$ cat config.mk
export PLATFORM = sky130hd
export DESIGN_NAME = xor_banked_rom_window_mapper_unit_flat
export DESIGN_NICKNAME = d
export VERILOG_FILES = /design/src/design/xbrm_pkg.sv /design/src/design/xbrm_ifs.sv /design/src/design/xor_banked_rom_window_mapper_unit.sv /design/src/design/xbrm_bank_file.sv /design/src/design/xbrm_rem_unit.sv /design/src/flat_wrapper.sv
export SDC_FILE = /design/constraint.sdc
export NUM_CORES = 1
export LEC_CHECK = 0
export BUFFER_PORTS_ARGS = -buffer_cell sky130_fd_sc_hd__buf_2
export CAP_MARGIN = 20
export CORE_ASPECT_RATIO = 1.5
export CORE_UTILIZATION = 54
export DETAILED_ROUTE_END_ITERATION = 8
export GPL_TIMING_DRIVEN = 0
export PLACE_DENSITY = 0.85
export SLEW_MARGIN = 10
export SYNTH_ARGS = -nofsm -noshare
export SYNTH_HDL_FRONTEND = slang
export SYNTH_SLANG_ARGS = --single-unit
$ cat constraint.sdc
create_clock -name clk -period 2.95 [get_ports clk]
set_input_delay 0.59 -clock clk [delete_from_list [all_inputs] [get_ports clk]]
set_output_delay 0.59 -clock clk [all_outputs]
set_load 0.02 [all_outputs]
$ cat src/design/xbrm_pkg.sv
// Package for the XOR banked ROM window mapper.
// Widths, bank XOR masks and the request/response types of the remainder unit.
// No dependencies.
package xbrm_pkg;

  localparam int ADDR_W     = 16;
  localparam int DATA_W     = 8;
  localparam int CFG_W      = 22;
  localparam int ROM_ADDR_W = 21;
  localparam int OFFS_W     = 13;
  localparam int PAGES_W    = 9;
  localparam int NUM_BANKS  = 4;
  localparam int BANK_IDX_W = 2;
  localparam int CNT_W      = 5;

  localparam logic [CFG_W-1:0]  ROM_SIZE_MAX   = 22'h200000;
  localparam logic [ADDR_W-1:0] BANK_LOAD_ADDR = 16'h2000;

  // last step index of each remainder pass (page pass: 8 bits, address pass: 21 bits)
  localparam logic [CNT_W-1:0] PAGE_LAST = 5'd7;
  localparam logic [CNT_W-1:0] PHYS_LAST = 5'd20;

  // XOR masks applied to the written byte for each window bank
  localparam logic [DATA_W-1:0] BANK_XOR [NUM_BANKS] = '{8'h1F, 8'h1E, 8'h1D, 8'h1C};

  typedef struct packed {
    logic                  start;
    logic [ROM_ADDR_W-1:0] dividend;
    logic [CFG_W-1:0]      divisor;
    logic [CNT_W-1:0]      last;
  } rem_req_t;

  typedef struct packed {
    logic                  busy;
    logic                  done;
    logic [ROM_ADDR_W-1:0] rem;
  } rem_rsp_t;

endpackage

$ cat src/design/xbrm_ifs.sv
// Channel interfaces of the mapper: CPU access items, ROM address results
// and the ROM size write port. Depends on xbrm_pkg.
interface xbrm_in_if;
  logic                          valid;
  logic                          ready;
  logic                          action;
  logic [xbrm_pkg::ADDR_W-1:0]   address;
  logic [xbrm_pkg::DATA_W-1:0]   write_data;

  modport source (output valid, action, address, write_data, input ready);
  modport sink   (input valid, action, address, write_data, output ready);
endinterface

interface xbrm_out_if;
  logic                            valid;
  logic                            ready;
  logic [xbrm_pkg::ROM_ADDR_W-1:0] rom_address;
  logic                            rom_valid;

  modport source (output valid, rom_address, rom_valid, input ready);
  modport sink   (input valid, rom_address, rom_valid, output ready);
endinterface

interface xbrm_cfg_if;
  logic                       valid;
  logic                       ready;
  logic [xbrm_pkg::CFG_W-1:0] rom_size;

  modport source (output valid, rom_size, input ready);
  modport sink   (input valid, rom_size, output ready);
endinterface

$ cat src/design/xor_banked_rom_window_mapper_unit.sv
// Top level of the XOR banked ROM window mapper: sequencer, bank file,
// shared remainder unit and output register. Depends on xbrm_pkg, xbrm_ifs,
// xbrm_bank_file and xbrm_rem_unit.
//
// Usage:
//   in_chan  - CPU access items (action, address, write_data), valid/ready.
//   out_chan - one result per item: rom_address and rom_valid, valid/ready.
//   cfg_chan - ROM size in bytes; always ready, values above 2 MiB saturate.
//              Write it only while no item is in flight.
// A write to 0x2000 reloads all four window banks. Writes, reads at 0xC000
// and above, and reads with no ROM give rom_valid = 0, rom_address = 0.
// A write or flagged read goes from S_IDLE through S_FIN to the output register;
// a mapped read first passes S_PAGE and S_PHYS, which run the one-bit-per-cycle
// remainder unit (8 steps for the page, 21 steps for the byte address).
// One item is in work at a time; in_chan.ready is high only between items.
// A finished result waits in the output register while the next item is taken;
// if the receiver stalls, the following result holds until the register frees.
// Reset clears banks, ROM size (no ROM), the sequencer and the output valid.
module xor_banked_rom_window_mapper_unit (
  input  logic        clk,
  input  logic        rst_n,
  xbrm_in_if.sink     in_chan,
  xbrm_out_if.source  out_chan,
  xbrm_cfg_if.sink    cfg_chan
);

  localparam logic [1:0] S_IDLE = 2'd0;
  localparam logic [1:0] S_PAGE = 2'd1;
  localparam logic [1:0] S_PHYS = 2'd2;
  localparam logic [1:0] S_FIN  = 2'd3;

  logic [1:0]                          state_r, state_nxt;
  logic [xbrm_pkg::CFG_W-1:0]          rom_size_r;
  logic [xbrm_pkg::OFFS_W-1:0]         offset_r, offset_nxt;
  logic [xbrm_pkg::ROM_ADDR_W-1:0]     res_addr_r, res_addr_nxt;
  logic                                res_vld_r, res_vld_nxt;
  logic [xbrm_pkg::ROM_ADDR_W-1:0]     out_addr_r, out_addr_nxt;
  logic                                out_vld_r, out_vld_nxt;
  logic                                out_valid_r, out_valid_nxt;

  logic                                accept;
  logic                                rd_ok;
  logic                                bank_load;
  logic [xbrm_pkg::BANK_IDX_W-1:0]     bank_idx;
  logic [xbrm_pkg::DATA_W-1:0]         bank_q;
  logic [xbrm_pkg::DATA_W-1:0]         page;
  logic [xbrm_pkg::PAGES_W-1:0]        pages;
  logic [2:0]                          win;
  xbrm_pkg::rem_req_t                  rem_req;
  xbrm_pkg::rem_rsp_t                  rem_rsp;

  // ROM size register, saturating
  assign cfg_chan.ready = 1'b1;
  always_ff @(posedge clk) begin
    if (!rst_n) begin
      rom_size_r <= '0;
    end else if (cfg_chan.valid) begin
      rom_size_r <= (cfg_chan.rom_size > xbrm_pkg::ROM_SIZE_MAX) ?
                    xbrm_pkg::ROM_SIZE_MAX : cfg_chan.rom_size;
    end
  end

  // page count, rounded up
  assign pages = rom_size_r[xbrm_pkg::CFG_W-1:xbrm_pkg::OFFS_W]
               + xbrm_pkg::PAGES_W'(|rom_size_r[xbrm_pkg::OFFS_W-1:0]);

  assign in_chan.ready = (state_r == S_IDLE);
  assign accept        = in_chan.valid && in_chan.ready;

  // window decode
  assign win       = in_chan.address[xbrm_pkg::ADDR_W-1:xbrm_pkg::OFFS_W];
  assign bank_idx  = xbrm_pkg::BANK_IDX_W'(win - 3'd2);
  assign bank_load = accept && in_chan.action && (in_chan.address == xbrm_pkg::BANK_LOAD_ADDR);
  assign rd_ok     = !in_chan.action && (rom_size_r != '0) && (win[2:1] != 2'b11);
  assign page      = (win[2:1] == 2'b00) ? xbrm_pkg::DATA_W'(win[0]) : bank_q;

  xbrm_bank_file u_banks (
    .clk       (clk),
    .rst_n     (rst_n),
    .load      (bank_load),
    .load_data (in_chan.write_data),
    .rd_idx    (bank_idx),
    .rd_bank   (bank_q)
  );

  xbrm_rem_unit u_rem (
    .clk   (clk),
    .rst_n (rst_n),
    .req   (rem_req),
    .rsp   (rem_rsp)
  );

  // remainder unit requests: page mod pages, then byte address mod rom size
  always_comb begin
    rem_req = '0;
    if (state_r == S_IDLE && accept && rd_ok) begin
      rem_req.start    = 1'b1;
      rem_req.dividend = {page, {xbrm_pkg::OFFS_W{1'b0}}};
      rem_req.divisor  = xbrm_pkg::CFG_W'(pages);
      rem_req.last     = xbrm_pkg::PAGE_LAST;
    end else if (state_r == S_PAGE && rem_rsp.done) begin
      rem_req.start    = 1'b1;
      rem_req.dividend = {rem_rsp.rem[xbrm_pkg::DATA_W-1:0], offset_r};
      rem_req.divisor  = rom_size_r;
      rem_req.last     = xbrm_pkg::PHYS_LAST;
    end
  end

  // sequencer and output register
  always_comb begin
    state_nxt     = state_r;
    offset_nxt    = offset_r;
    res_addr_nxt  = res_addr_r;
    res_vld_nxt   = res_vld_r;
    out_addr_nxt  = out_addr_r;
    out_vld_nxt   = out_vld_r;
    out_valid_nxt = out_valid_r;
    if (out_valid_r && out_chan.ready) out_valid_nxt = 1'b0;
    unique case (state_r)
      S_IDLE: begin
        if (accept) begin
          offset_nxt   = in_chan.address[xbrm_pkg::OFFS_W-1:0];
          res_addr_nxt = '0;
          res_vld_nxt  = 1'b0;
          state_nxt    = rd_ok ? S_PAGE : S_FIN;
        end
      end
      S_PAGE: begin
        if (rem_rsp.done) state_nxt = S_PHYS;
      end
      S_PHYS: begin
        if (rem_rsp.done) begin
          res_addr_nxt = rem_rsp.rem;
          res_vld_nxt  = 1'b1;
          state_nxt    = S_FIN;
        end
      end
      S_FIN: begin
        if (!out_valid_r || out_chan.ready) begin
          out_addr_nxt  = res_addr_r;
          out_vld_nxt   = res_vld_r;
          out_valid_nxt = 1'b1;
          state_nxt     = S_IDLE;
        end
      end
      default: state_nxt = S_IDLE;
    endcase
  end

  always_ff @(posedge clk) begin
    if (!rst_n) begin
      state_r     <= S_IDLE;
      out_valid_r <= 1'b0;
    end else begin
      state_r     <= state_nxt;
      out_valid_r <= out_valid_nxt;
    end
  end

  always_ff @(posedge clk) begin
    offset_r   <= offset_nxt;
    res_addr_r <= res_addr_nxt;
    res_vld_r  <= res_vld_nxt;
    out_addr_r <= out_addr_nxt;
    out_vld_r  <= out_vld_nxt;
  end

  assign out_chan.valid       = out_valid_r;
  assign out_chan.rom_address = out_addr_r;
  assign out_chan.rom_valid   = out_vld_r;

  // remainder unit is never busy between items
  a_rem_idle: assert property (@(posedge clk) disable iff (!rst_n)
    state_r == S_IDLE |-> !rem_rsp.busy)
    else $error("remainder unit busy while sequencer idle");

  // reduced page stays inside the ROM page count
  a_page_range: assert property (@(posedge clk) disable iff (!rst_n)
    state_r == S_PAGE && rem_rsp.done |-> xbrm_pkg::CFG_W'(rem_rsp.rem) < xbrm_pkg::CFG_W'(pages))
    else $error("page remainder out of range");

  // final byte address lies inside the ROM
  a_phys_range: assert property (@(posedge clk) disable iff (!rst_n)
    state_r == S_PHYS && rem_rsp.done |-> xbrm_pkg::CFG_W'(rem_rsp.rem) < rom_size_r)
    else $error("ROM address beyond ROM size");

  // a valid ROM read never appears without a ROM
  a_no_rom: assert property (@(posedge clk) disable iff (!rst_n)
    out_valid_r && out_vld_r |-> rom_size_r != '0)
    else $error("ROM read flagged valid with no ROM");

endmodule

$ cat src/design/xbrm_bank_file.sv
// Four window bank registers, loaded together from one byte with per-bank XOR.
// Depends on xbrm_pkg.
module xbrm_bank_file (
  input  logic                              clk,
  input  logic                              rst_n,
  input  logic                              load,
  input  logic [xbrm_pkg::DATA_W-1:0]       load_data,
  input  logic [xbrm_pkg::BANK_IDX_W-1:0]   rd_idx,
  output logic [xbrm_pkg::DATA_W-1:0]       rd_bank
);

  logic [xbrm_pkg::DATA_W-1:0] bank_r [xbrm_pkg::NUM_BANKS];

  // all banks load at once
  always_ff @(posedge clk) begin
    if (!rst_n) begin
      for (int i = 0; i < xbrm_pkg::NUM_BANKS; i++) bank_r[i] <= '0;
    end else if (load) begin
      for (int i = 0; i < xbrm_pkg::NUM_BANKS; i++) begin
        bank_r[i] <= load_data ^ xbrm_pkg::BANK_XOR[i];
      end
    end
  end

  assign rd_bank = bank_r[rd_idx];

endmodule

$ cat src/design/xbrm_rem_unit.sv
// Shared restoring remainder unit: one dividend bit per cycle, MSB first.
// Used for both the page reduction and the byte address reduction. Depends on xbrm_pkg.
module xbrm_rem_unit (
  input  logic               clk,
  input  logic               rst_n,
  input  xbrm_pkg::rem_req_t req,
  output xbrm_pkg::rem_rsp_t rsp
);

  logic                              busy_r, busy_nxt;
  logic                              done_r, done_nxt;
  logic [xbrm_pkg::CNT_W-1:0]        cnt_r, cnt_nxt;
  logic [xbrm_pkg::ROM_ADDR_W-1:0]   dvd_r, dvd_nxt;
  logic [xbrm_pkg::CFG_W-1:0]        div_r, div_nxt;
  logic [xbrm_pkg::CFG_W-1:0]        rem_r, rem_nxt;
  logic [xbrm_pkg::CFG_W-1:0]        shifted;

  // partial remainder stays below the divisor, so bit 21 of rem_r is always clear
  assign shifted = {rem_r[xbrm_pkg::CFG_W-2:0], dvd_r[xbrm_pkg::ROM_ADDR_W-1]};

  always_comb begin
    busy_nxt = busy_r;
    done_nxt = 1'b0;
    cnt_nxt  = cnt_r;
    dvd_nxt  = dvd_r;
    div_nxt  = div_r;
    rem_nxt  = rem_r;
    if (req.start) begin
      busy_nxt = 1'b1;
      cnt_nxt  = req.last;
      dvd_nxt  = req.dividend;
      div_nxt  = req.divisor;
      rem_nxt  = '0;
    end else if (busy_r) begin
      // one compare-and-subtract step
      rem_nxt = (shifted >= div_r) ? shifted - div_r : shifted;
      dvd_nxt = {dvd_r[xbrm_pkg::ROM_ADDR_W-2:0], 1'b0};
      cnt_nxt = cnt_r - 1'b1;
      if (cnt_r == '0) begin
        busy_nxt = 1'b0;
        done_nxt = 1'b1;
      end
    end
  end

  always_ff @(posedge clk) begin
    if (!rst_n) begin
      busy_r <= 1'b0;
      done_r <= 1'b0;
    end else begin
      busy_r <= busy_nxt;
      done_r <= done_nxt;
    end
  end

  always_ff @(posedge clk) begin
    cnt_r <= cnt_nxt;
    dvd_r <= dvd_nxt;
    div_r <= div_nxt;
    rem_r <= rem_nxt;
  end

  assign rsp.busy = busy_r;
  assign rsp.done = done_r;
  assign rsp.rem  = rem_r[xbrm_pkg::ROM_ADDR_W-1:0];

endmodule
$ cat src/flat_wrapper.sv
// flat-port wrapper written by rule: the top's interface ports become plain ports
module xor_banked_rom_window_mapper_unit_flat 
  (clk, rst_n, in_chan_valid, in_chan_action, in_chan_address, in_chan_write_data, in_chan_ready, out_chan_valid, out_chan_rom_address, out_chan_rom_valid, out_chan_ready, cfg_chan_valid, cfg_chan_rom_size, cfg_chan_ready);
  xbrm_in_if in_chan_i ();
  xbrm_out_if out_chan_i ();
  xbrm_cfg_if cfg_chan_i ();
  input  logic clk;
  input  logic rst_n;
  input wire logic [$bits(in_chan_i.valid)-1:0] in_chan_valid;
  input wire logic [$bits(in_chan_i.action)-1:0] in_chan_action;
  input wire logic [$bits(in_chan_i.address)-1:0] in_chan_address;
  input wire logic [$bits(in_chan_i.write_data)-1:0] in_chan_write_data;
  output wire logic [$bits(in_chan_i.ready)-1:0] in_chan_ready;
  output wire logic [$bits(out_chan_i.valid)-1:0] out_chan_valid;
  output wire logic [$bits(out_chan_i.rom_address)-1:0] out_chan_rom_address;
  output wire logic [$bits(out_chan_i.rom_valid)-1:0] out_chan_rom_valid;
  input wire logic [$bits(out_chan_i.ready)-1:0] out_chan_ready;
  input wire logic [$bits(cfg_chan_i.valid)-1:0] cfg_chan_valid;
  input wire logic [$bits(cfg_chan_i.rom_size)-1:0] cfg_chan_rom_size;
  output wire logic [$bits(cfg_chan_i.ready)-1:0] cfg_chan_ready;
  assign in_chan_i.valid = in_chan_valid;
  assign in_chan_i.action = in_chan_action;
  assign in_chan_i.address = in_chan_address;
  assign in_chan_i.write_data = in_chan_write_data;
  assign in_chan_ready = in_chan_i.ready;
  assign out_chan_valid = out_chan_i.valid;
  assign out_chan_rom_address = out_chan_i.rom_address;
  assign out_chan_rom_valid = out_chan_i.rom_valid;
  assign out_chan_i.ready = out_chan_ready;
  assign cfg_chan_i.valid = cfg_chan_valid;
  assign cfg_chan_i.rom_size = cfg_chan_rom_size;
  assign cfg_chan_ready = cfg_chan_i.ready;
  xor_banked_rom_window_mapper_unit u_core (.clk(clk), .rst_n(rst_n), .in_chan(in_chan_i), .out_chan(out_chan_i), .cfg_chan(cfg_chan_i));
endmodule
Word-level counts from Yosys, hierarchy flattened --
Memory sizes are Yosys's and may differ from the RTL's. Cells that the tools add are included.
Cells by class: add/sub/neg operators 4, multiplexer cells 36, bitwise gates (word level) 11, divide/modulo/power cells 0, reductions and logical operators 25, magnitude comparators 2, equality and inequality tests 9, shifts and indexed selects 0, multipliers 0
Operators by type and width (count):
- $mux 21 | 5
- $mux 49 | 2
- $pmux 21 s2 | 1
- $mux 8 | 5
- $ge 22x22->1 | 1
- $gt 22x22->1 const B | 1
- $mux 22 | 1
- $reduce_bool 22->1 | 1
- $sub 21x21->21 | 1
- $eq 16x14->1 const B | 1
- $mux 1 | 13
- $reduce_or 13->1 | 1
- $mux 2 | 5
- $mux 5 | 2
- $add 9x1->9 | 1
- $logic_and 1x1->1 | 9
- $ne 2x2->1 const B | 4
- $not 4->4 | 2
- $pmux 2 s4 | 1
- $logic_not 5->1 | 1
- $not 5->5 | 1
- $sub 5x1->5 const B | 1
- $eq 2x2->1 const B | 2
- $logic_not 2->1 | 2
- other kinds (15) | 23
Storage, ports and cells: input port bits 52, register bits after elaboration 153, memories 1, RAM bits 32, latch bits 0, bits in read-only memories 0, logic and storage cells 103
Memory list:
- u_core.u_banks.bank_r | words 4, bits a word 8, read ports 1, clocked after memory_dff 0, write ports 4, line xbrm_bank_file.sv:12 | logic [xbrm_pkg::DATA_W-1:0] bank_r [xbrm_pkg::NUM_BANKS];

Longest topological paths before layout --
Gate-level depths: netlist of the first run.
depth in word-level cells 8, mapped depth 13, depth with buffers taken out 11

Cells and area by module --
From an unflattened synthesis of the first run, not the netlist that was laid out.
Second synthesis, totals: cells, all modules 745, area total of the unflattened synthesis 8265.4 um2
Modules (own cells, without submodules):
- xbrm_rem_unit | instances 1, area each 4056.4 um2, cells each 391
- xor_banked_rom_window_mapper_unit | instances 1, area each 3759.9 um2, cells each 323
- xbrm_bank_file | instances 1, area each 449.2 um2, cells each 31

Worst setup path after synthesis of the first run --
No wires, ideal clock.
path type reg2reg, from register u_core.state_r[0], to register u_core.u_rem.cnt_r[0] (netlist bit) (enable), path buffers 0, data required time 2.566 ns, arrival time 2.693 ns, setup time 0.384 ns, clock period less this slack 3.077 ns, setup slack -0.127 ns, cell stages (with the launch flop) 10, cells stage by stage dfxtp_1 -> inv_1 -> ha_1 -> inv_1 -> a211oi_1 -> o21ai_1 -> nor2_1 -> nor2_1 -> inv_2 -> or2_1
On the way: cells in the longest elaborated chain, start to end 6, elaborated cells on any way between the ends 9, classes of those cells 1 x eq/ne; 2 x mux; 6 x reduce/logical
RTL lines:
- from (decl) | line xor_banked_rom_window_mapper_unit.sv:32 | logic [1:0] state_r, state_nxt;
- from (signal assigned) | line xor_banked_rom_window_mapper_unit.sv:155 | state_r <= state_nxt;
- $logic_not 2->1 * | line xor_banked_rom_window_mapper_unit.sv:67 | assign in_chan.ready = (state_r == S_IDLE);
- named net in_chan_ready | line flat_wrapper.sv:13 | output wire logic [$bits(in_chan_i.ready)-1:0] in_chan_ready;
- $logic_and 1x1->1 | line xor_banked_rom_window_mapper_unit.sv:68 | assign accept = in_chan.valid && in_chan.ready;
- $logic_and 1x1->1 * (2 in series) | line xor_banked_rom_window_mapper_unit.sv:96 | if (state_r == S_IDLE && accept && rd_ok) begin
- $mux 49 * | line xor_banked_rom_window_mapper_unit.sv:96
- $reduce_bool 2->1 (no source line) *
- to (signal assigned) | line xbrm_rem_unit.sv:57 | cnt_r <= cnt_nxt;
- to (decl) | line xbrm_rem_unit.sv:12 | logic [xbrm_pkg::CNT_W-1:0] cnt_r, cnt_nxt;
Mark *: on every way through the listed nets, which the timed path passes. The rest lies on a longest branch. A chain may end at the register's enable or synchronous reset.

Worst setup path after layout of the first run --
from register u_core.u_rem.dvd_r[20] (netlist bit), to register u_core.u_rem.rem_r[14] (netlist bit)
On the way: cells in the longest elaborated chain, start to end 2, elaborated cells on any way between the ends 3, classes of those cells 1 x add/sub; 1 x order compare; 1 x mux
RTL lines:
- from (decl) | line xbrm_rem_unit.sv:13 | logic [xbrm_pkg::ROM_ADDR_W-1:0] dvd_r, dvd_nxt;
- from (signal assigned) | line xbrm_rem_unit.sv:58 | dvd_r <= dvd_nxt;
- $sub 21x21->21 / $ge 22x22->1 (equally long branches) | line xbrm_rem_unit.sv:36 | rem_nxt = (shifted >= div_r) ? shifted - div_r : shifted;
- $mux 21 * | line xbrm_rem_unit.sv:36
- to (signal assigned) | line xbrm_rem_unit.sv:60 | rem_r <= rem_nxt;
- to (decl) | line xbrm_rem_unit.sv:15 | logic [xbrm_pkg::CFG_W-1:0] rem_r, rem_nxt;
Every way passes the cells marked *; elsewhere a longest branch is shown, timed or not.

==> results.yml, run 1 <==
status:
  status: "finished clean"
worst_setup_path:
  endpoint_kind: "flip-flop"
  cp_cell_sequence: "inv_1 -> ha_1 -> inv_1 -> fa_1 -> a211oi_2 -> o21ai_2 -> a21oi_4 -> a21oi_2 -> or2_1 -> buf_6 -> buf_6 -> mux2i_1 -> a21oi_1"
  worstPathRequired_ns: 3.25
  critPathKind: "reg2reg"
  startpoint_type: "flip-flop"
  cp.arrival_ns: 3.04
  cp_max_fo: 10
  critical_path_buf_inv_count: 4
  cpPeakStageDelay_ns: 0.42
  slowest_stage: "fa_1"
  cpLargestDelayFamily: "compound AO/OA/AOI/OAI gates"
cells_and_area:
  final_area_sq_mm: 0.00924
  fillers: 1133
  n_antenna_cell: 0
  drive_gt1_frac: 0.161
  nNetsFinal: 926
  area_growth_pct: 16.2
  fin_util: 0.639
  finalNonFillerCells: 1052
power:
  leakage_nw: 3.64
  fin_total_pwr_mw: 8.20
  ir_worst_vdd_mv: 0.484
  p_per_area_mw_per_mm2: 888
synth:
  ys_seq_area_frac: 0.555
  ys_async_sr_fraction: 0
  yosys-top-cells-area: "edfxtp_1 (43%), dfxtp_1 (12%), ha_1 (4.7%)"
  synth_top_area_frac: 0.434
  synth-edff-count: 115
  synth.largest_area_cell: "edfxtp_1"
  syn-cell-area_sq_mm: 0.00796
  yosys_register_bits: 163
  syn-num-nets: 828
  synthFlopType: "edfxtp_1"
  synth.distinct_cells: 61
  syn_inst: 745
  yosysWarnings: 0
  avgSynthCellArea_sq_um: 10.7
clock_tree:
  cts-root-buf: "clkbuf_16"
  clk_latency_ns: 0.44
  cts-buffers-inserted: 17
  postCtsHoldBufs: 0
  htreeDepth: 4
  cts_buffer_depth: 2
  cts_tree: "yes"
  clock-sinks: 163
  cts.clk_slew.worst_paths_ns: 0.07
place:
  globalplace.congestion: 0.871
  place_hpwl_microns: 11900
  placed_cells: 1018
  placement.cell_area_sq_mm: 0.00861
  port_buffers: 75
timing:
  fin_worst_skew_ns: 0.00956
  setup_viol: 0
  fmax_ghz: 0.366
  worst_pin_slew_ns: 0.795
  finalCriticalPeriod_ns: 2.73
  finalMaxSlewViolations: 0
  grt_setup_unrepaired: "no"
  hold_violations: 0
  min_period_over_period: 0.926
  maxSlewHeadroom: 0.468
routing:
  ant_nets: 0
  drt-initial-drc-count: 481
  drc: 0
  viasPerCell: 5.55
  vias: 5837
  drtPass1Iterations: 5
  routed_wl_microns: 16300
  avgRoutedWirePerCell_microns: 15.5
die:
  start_util: 0.550
  fp-row-count: 54
  die_h_microns: 151
  pin_count: 77
  core_area_sq_mm: 0.0145
  die_x_microns: 101
  dieArea_sq_mm: 0.0152
global_routing:
  grt_pass1_wl_microns: 26400
  grt_overflow: 0
  grt_pass1_vias: 5582
  grt_use_total: 0.229
  grt_max_degree: 31
  antenna_found_initial: 0
worst_hold_path:
  worstHoldPathType: "in2reg"
flow_run:
  maxCapViolations: 0
## layer usage
layer  part of all wire  up-vias  GRT usage  wire length (microns)
li1                   -     2893          -                      -
met1               0.38     2687      0.255                   6280
met2               0.52      210      0.402                   8440
met3              0.055       47     0.0474                    903
met4              0.043        0      0.129                    710
met5                  0        -          0                      0
## cell usage after synthesis (all sizes together) (2+ instances only)
library cell / count
o211ai: 5
nand2b: 2
nand3b: 5
nor2: 28
o21a: 4
or4: 2
nand4: 12
inv: 36
a31oi: 10
buf: 8
xor2: 15
nand3: 21
o31ai: 2
a211oi: 7
or2: 3
nor3: 10
nor3b: 4
nor2b: 43
ha: 30
o21ai: 48
a21oi: 71
o22ai: 2
o21bai: 2
nand2: 73
and3: 18
and2: 26
a41oi: 3
a21o: 9
nor4: 9
dfxtp: 48
nor4b: 2
clkbuf: 28
xnor2: 12
or3: 2
o311ai: 3
edfxtp: 115
mux2i: 14
## flip-flops by register name, summed over array words and instances (netlist names)
name and flops:
u_core.u_rem.busy_r 1, u_core.state_r 2, u_core.u_rem.done_r 1, u_core.u_banks.bank_r 10, u_core.out_chan.valid 1, u_core.u_rem.rem_r 21
u_core.offset_r 13, u_core.res_addr_r 21, u_core.out_chan.rom_valid 1, u_core.u_rem.cnt_r 5, u_core.rom_size_r 22, u_core.res_vld_r 1
u_core.u_rem.dvd_r 21, u_core.out_chan.rom_address 21, u_core.u_rem.div_r 22
## per-stage QoR
| step | hold WS, ns | setup WS [ns] | setup TNS, ns |
|---|---|---|---|
| floorplan | 0.400 | 0.108 | 0 |
| global placement | 0.402 | -0.540 | -15.19 |
| detailed placement | 0.405 | -0.532 | -15.88 |
| CTS | 0.338 | 0.0108 | 0 |
| global route | 0.333 | 0.0474 | 0 |
| finish | 0.344 | 0.218 | 0 |
## area by class of cell
type	count	area (sq um)	share of cell area
Tap cell	196	245	0.0265
Timing Repair Buffer	78	409	0.0443
Sequential cell	163	4410	0.478
Multi-Input combinational cell	511	3280	0.355
Buffer	36	166	0.0180
Inverter	36	138	0.0149
Clock inverter	15	160	0.0173
Clock buffer	17	425	0.0460
## path summary, 6_finish.rpt
path | end | cells after the start | slack (ns) | startpoint
setup / recovery | u_core.u_rem.rem_r[14] | 13 | 0.22 | u_core.u_rem.dvd_r[20]
hold / removal | u_core.offset_r[10] | 1 | 0.34 | in_chan_address[10]
setup reg to reg | u_core.u_rem.rem_r[14] | 13 | 0.22 | u_core.u_rem.dvd_r[20]
hold reg to reg | u_core.out_chan.rom_address[20] | 0 | 0.42 | u_core.res_addr_r[20]
## report_power, final
part | switching, mW | total [mW] | internal (mW)
Sequential | 0.290 | 3.39 | 3.10
Clock | 1.02 | 2.15 | 1.13
Combinational | 1.60 | 2.66 | 1.06
## cells by family (layout without fill, tap and decap cells)
family                   after synthesis  count (layout)  synth area share
AO/OA/AOI/OAI                        173             173             0.134
XOR/XNOR                              27              27            0.0297
adder cells (fa/ha/maj)               31              31            0.0497
buffers and inverters                 72             182            0.0379
flip-flops                           163             163             0.555
multiplexers                          15              15            0.0190
other                                  1               1          0.000471
AND/OR/NAND/NOR                      263             264             0.174
## worst register-to-register path, delay by kind of cell, from the launching register on
| family | cells | cell delay [ns] |
|---|---|---|
| and+or+nand+nor | 1 | 0.22 |
| muxes | 1 | 0.16 |
| adders and majority gates | 2 | 0.57 |
| DFF | 1 | 0.40 |
| buffers and inverters | 4 | 0.44 |
| AOI/OAI and AO/OA | 5 | 0.82 |
## placed cells by master, fill, tap and decap left out, types with 6 or more instances in the layout
cell type	synthesis	final
a21o_1	9	9
nand2_1	73	73
clkbuf_16	0	17
and2_1	26	26
nand3_1	21	21
clkbuf_1	28	28
buf_2	4	79
o21ai_1	6	6
ha_1	30	30
a31oi_1	10	10
a211oi_1	7	6
a21oi_1	69	68
nor2b_1	43	42
mux2i_1	14	14
edfxtp_1	115	115
nor2_1	28	26
nor4_1	9	9
xnor2_1	12	12
o21ai_0	41	41
nor3_1	10	9
dfxtp_1	48	48
inv_8	0	6
inv_1	35	35
nand4_1	12	12
xor2_1	15	15
and3_1	18	18
## what timing repair did
item | CTS | global route
setup endpoints to repair | 39 | 55
buffers inserted | 0 | 1
resized for setup | 4 | 5
pin swaps | 0 | 1
gates cloned | 0 | 1
Note: power is estimated with default switching activity, not from simulation.
==> run 2: changes to the inputs <==
CORE_UTILIZATION = 64   (was 54)
PLACE_DENSITY = 0.93   (was 0.85)
SKIP_LAST_GASP = 1   (was default)
clock period = 3.44 ns   (was 2.95 ns; I/O delays follow)
==> run 2 against run 1 <==
Combinational power fell by 13%. Flip-flop and latch count unchanged. Clock power down 8%. Sequential power decreased by 13%. Core utilization increased by 12 points. Cell count decreased by 4.2%. Clock skew about the same. Fmax decreased by 15%. Register-to-register slack improved by 0.03 ns. Cell area is 0.45% lower. Largest power group unchanged.
==> results.yml, run 2 (synthesis gave the netlist of run 1 again) <==
cells_and_area:
  area_growth_pct: 15.6
  drive_gt1_frac: 0.153
  layout_common_cells: "edfxtp_1 (115), buf_2 (79), nand2_1 (73), a21oi_1 (68), dfxtp_1 (48)"
  top_regs: "u_core.rom_size_r (22), u_core.u_rem.div_r (22)"
  final_area_sq_mm: 0.00920
  fillers: 758
  mostFrequentLayoutCell: "edfxtp_1"
  n_antenna_cell: 0
  nNetsFinal: 925
place:
  placement.cell_area_sq_mm: 0.00855
  port_buffers: 75
  globalplace.congestion: 0.907
  place_hpwl_microns: 12600
timing:
  fmax_ghz: 0.313
  maxSlewHeadroom: 0.469
  fin_worst_skew_ns: 0.00948
  grt_setup_unrepaired: "no"
  hold_violations: 0
  worst_pin_slew_ns: 0.793
  setup_viol: 0
  finalMaxSlewViolations: 0
  finalCriticalPeriod_ns: 3.20
  min_period_over_period: 0.929
worst_setup_path:
  timing.rr.start: "u_core.state_r[0]"
  cpLargestDelayFamily: "simple AND/OR/NAND/NOR gates"
  cp_cell_sequence: "inv_1 -> ha_1 -> inv_1 -> a211oi_1 -> o21ai_1 -> nor2_2 -> nor2_1 -> inv_2 -> or2_4"
  cp_max_fo: 30
  endpoint_kind: "flip-flop"
  critPathKind: "reg2reg"
  startpoint_type: "flip-flop"
  cp.arrival_ns: 3.29
  cpPeakStageDelay_ns: 0.49
  startpoint: "u_core.state_r[0]"
  crit_top_cell: "inv_1"
  worstPathRequired_ns: 3.53
  critical_path_buf_inv_count: 3
  slowest_stage: "inv_2"
die:
  pin_count: 77
  core_area_sq_mm: 0.0121
  fp-row-count: 49
  die_h_microns: 139
  dieArea_sq_mm: 0.0129
  die_x_microns: 93.0
  start_util: 0.659
routing:
  highest_layer: "met4"
  drt-met1-wl_microns: 6500
  met2_length_microns: 9450
  avgRoutedWirePerCell_microns: 17.9
  drtPass1Iterations: 6
  drc: 0
  ant_nets: 0
  viasPerCell: 6.12
  wl_met3_microns: 1170
  routed_wl_microns: 18000
  vias: 6164
  drt-initial-drc-count: 734
clock_tree:
  cts_tree: "yes"
  cts-buffers-inserted: 17
  clock-sinks: 163
  cts.clk_slew.worst_paths_ns: 0.06
  postCtsHoldBufs: 0
  cts-root-buf: "clkbuf_16"
  cts_buffer_depth: 2
  htreeDepth: 4
  clk_latency_ns: 0.43
global_routing:
  grt_pass1_vias: 5941
  grt_use_total: 0.287
  grt_max_degree: 31
  antenna_found_initial: 0
  grt_overflow: 0
  grt_pass1_wl_microns: 28300
power:
  leakage_nw: 3.66
  fin_total_pwr_mw: 7.21
  ir_worst_vdd_mv: 0.504
  p_per_area_mw_per_mm2: 784
status:
  status: "finished clean"
worst_hold_path:
  worstHoldStart: "u_core.res_addr_r[16]"
  worstHoldPathType: "reg2reg"
flow_run:
  maxCapViolations: 0
-- run 2: cell types whose count changed in the layout (fill, tap and decap cells not counted), moves of 2 or more --
cell	previous run	this run
bufinv_16	0	2
clkbuf_1	28	31
clkbuf_16	17	20
clkinv_8	2	0
inv_8	6	0
nor2_4	2	0
-- run 2: worst paths after layout --
kind,cells past startpoint,end,slack [ns]
setup / recovery,9,u_core.u_rem.dvd_r[16],0.24
hold / removal,0,u_core.out_chan.rom_address[16],0.42
setup reg to reg,9,u_core.u_rem.dvd_r[16],0.24
hold reg to reg,0,u_core.out_chan.rom_address[16],0.42
-- run 2: final cells by class --
cell class | instances | area (sq um) | area share
Clock inverter | 9 | 116 | 0.0126
Buffer | 36 | 166 | 0.0181
Inverter | 36 | 135 | 0.0147
Multi-Input combinational cell | 510 | 3250 | 0.353
Clock buffer | 23 | 512 | 0.0556
Timing Repair Buffer | 78 | 413 | 0.0449
Tap cell | 153 | 191 | 0.0208
Sequential cell | 163 | 4410 | 0.480
-- run 2: layer usage --
metal | up-vias | track usage
li1 | 2886 | -
met1 | 2873 | 0.312
met2 | 324 | 0.508
met3 | 81 | 0.0603
met4 | 0 | 0.165
met5 | - | 0
-- run 2: where the power goes --
group / total (mW) / switching [mW] / internal [mW]
Sequential: 2.94 / 0.276 / 2.66
Combinational: 2.31 / 1.40 / 0.905
Clock: 1.97 / 0.762 / 1.20
-- run 2: what timing repair did --
action,CTS,global route
setup endpoints to repair,26,26
buffers inserted,0,0
resized for setup,2,1
-- run 2: through the flow --
step	util	setup WS (ns)	cells	hold WS [ns]	TNS [ns]
2_1_floorplan	-	0.363	745	0.400	0
3_3_place_gp	0.706	-0.362	973	0.400	-9.40
3_5_place_dp	0.708	-0.413	975	0.407	-10.73
4_1_cts	0.760	0.0759	1007	0.423	0
5_1_grt	0.762	0.0619	1008	0.425	0
6_report	0.762	0.243	1008	0.421	0
==> run 3: changes to the inputs <==
CORE_ASPECT_RATIO = 1.25   (was 1.5)
CTS_CLUSTER_DIAMETER = 40   (was default)
clock period = 3.9 ns   (was 3.44 ns; I/O delays follow)
==> run 3 against run 2 <==
Flip-flop and latch count is the same. Global-route usage grew 0.16 points. Power shrank 13%. Clock power shrank 16%. Cell count grew 0.89%. Cell area shrank 0.49%. Register-to-register slack gained 0.03 ns. Critical path depth is the same. Critical endpoint is now u_core.u_rem.dvd_r[5]. Via count grew 0.29%. Clock-buffer cell count shrank 2. Highest routed layer unchanged.
==> results.yml, run 3 (synthesis gave the netlist of run 1 again) <==
status:
  status: "finished clean"
clock_tree:
  postCtsHoldBufs: 0
  cts-resized-gates: 1
  clk_latency_ns: 0.42
  cts-buffers-inserted: 17
  cts_tree: "yes"
  htreeDepth: 4
  cts-root-buf: "clkbuf_16"
  post_cts_buffers: 0
  cts.clk_slew.worst_paths_ns: 0.06
  clock-sinks: 163
  cts_buffer_depth: 2
worst_setup_path:
  cpLargestDelayFamily: "simple AND/OR/NAND/NOR gates"
  critical_path_buf_inv_count: 3
  r2r_cells: 9
  regToRegEndpoint: "u_core.u_rem.dvd_r[5]"
  critPathKind: "reg2reg"
  slowest_stage: "or2_2"
  worstPathRequired_ns: 3.96
  cp_max_fo: 30
  cpPeakStageDelay_ns: 0.63
  reg2reg_slack_ns: 0.27
  critical_path_depth: 9
  cp.arrival_ns: 3.69
  cp_cell_sequence: "inv_1 -> ha_1 -> inv_1 -> a211oi_1 -> o21ai_1 -> nor2_1 -> nor2_1 -> inv_2 -> or2_2"
  timing.rr.start: "u_core.state_r[0]"
  endpoint_kind: "flip-flop"
  startpoint: "u_core.state_r[0]"
  startpoint_type: "flip-flop"
power:
  ir_worst_vdd_mv: 0.358
  clockPowerShare: 0.265
  comb_power_share: 0.322
  leakage_nw: 3.64
  p_per_area_mw_per_mm2: 686
  sw_frac_of_total: 0.338
  p_int_mw: 4.16
  p_switching_mw: 2.12
  p_seq_frac: 0.413
routing:
  routed_wl_microns: 17500
  drtPass1Iterations: 5
  vias: 6182
  avgRoutedWirePerCell_microns: 17.2
  drt-initial-drc-count: 660
  ant_nets: 0
  drc: 0
  viasPerCell: 6.08
worst_hold_path:
  holdPathEnd: "u_core.out_chan.rom_address[11]"
  worstHoldStart: "u_core.res_addr_r[11]"
  worstHoldPathType: "reg2reg"
  whs_path_depth: 0
cells_and_area:
  nNetsFinal: 924
  drive_gt1_frac: 0.149
  finalNonFillerCells: 1017
  n_antenna_cell: 0
  area_growth_pct: 15.1
  mostFrequentLayoutCell: "edfxtp_1"
  layout_common_cells: "edfxtp_1 (115), buf_2 (79), nand2_1 (73), a21oi_1 (68), dfxtp_1 (48)"
  top_regs: "u_core.rom_size_r (22), u_core.u_rem.div_r (22)"
timing:
  min_period_over_period: 0.931
  maxSlewHeadroom: 0.294
  worst_pin_slew_ns: 1.06
  setup_viol: 0
  hold_violations: 0
  fin_worst_skew_ns: 0.00810
  grt_setup_unrepaired: "no"
  finalCriticalPeriod_ns: 3.63
  whs_ns: 0.415
  fmax_ghz: 0.275
  finalMaxSlewViolations: 0
die:
  dieArea_sq_mm: 0.0129
  pin_count: 77
  core_area_sq_mm: 0.0121
  die_h_microns: 127
  die_x_microns: 102
  fp-row-count: 45
  start_util: 0.657
place:
  place_hpwl_microns: 12400
  placed_cells: 986
  globalplace.congestion: 0.899
  port_buffers: 75
flow_run:
  maxCapViolations: 0
global_routing:
  grt_max_degree: 31
  antenna_found_initial: 0
  grt_pass1_vias: 5982
  grt_use_total: 0.289
  grt_pass1_wl_microns: 28000
  grt_overflow: 0
run 3: power by group through the flow:
stage / Sequential (mW) / Clock, mW / Combinational, mW
final: 2.59 / 1.66 / 2.02
after global routing: 2.63 / 1.73 / 2.20
after CTS: 2.59 / 1.67 / 1.99
after detailed placement: 2.62 / 0 / 1.95
after global placement: 2.59 / 0 / 1.84
after floorplan: 2.55 / 0 / 1.48
run 3: layout make-up:
| type | instances | area, sq um |
|---|---|---|
| plain buffers | 36 | 166 |
| clock buffers | 21 | 450 |
| clock inverters | 10 | 135 |
| fillers | 737 | 2950 |
| inverters | 36 | 135 |
| multi-input cells | 510 | 3250 |
| flip-flops and latches | 163 | 4410 |
| well taps | 164 | 205 |
| repair buffers | 77 | 402 |
run 3: metrics by stage:
| stage | util | total power [mW] | instance area [sq um] | worst slack [ns] | setup TNS (ns) |
|---|---|---|---|---|---|
| finish | 0.756 | 6.28 | 9150 | 0.269 | 0 |
| global route | 0.756 | 6.56 | 9150 | 0.0321 | 0 |
| CTS | 0.756 | 6.24 | 9150 | 0.285 | 0 |
| detailed placement | 0.708 | 4.57 | 8570 | -0.0837 | -2.16 |
| global placement | 0.705 | 4.43 | 8540 | 0.0282 | 0 |
| floorplan | - | 4.03 | 7960 | 0.823 | 0 |
run 3: worst max path at each step:
stage,end
after floorplan,u_core.u_rem.cnt_r[0]
after global placement,u_core.u_rem.dvd_r[7]
after detailed placement,u_core.u_rem.cnt_r[2]
after CTS,u_core.u_rem.dvd_r[16]
after global routing,u_core.u_rem.dvd_r[17]
final,u_core.u_rem.dvd_r[5]
run 3: layer usage:
| metal | share of wire | global-route usage |
|---|---|---|
| met1 | 0.37 | 0.330 |
| met2 | 0.51 | 0.485 |
| met3 | 0.067 | 0.0573 |
| met4 | 0.050 | 0.192 |
| met5 | 0 | 0 |
run 3: worst register-to-register path, stage by stage (launching register included):
cell and delay [ns]:
dfxtp_1 0.33, inv_1 0.10, ha_1 0.30, inv_1 0.13
a211oi_1 0.31, o21ai_1 0.20, nor2_1 0.59, nor2_1 0.19
inv_2 0.48, or2_2 0.63
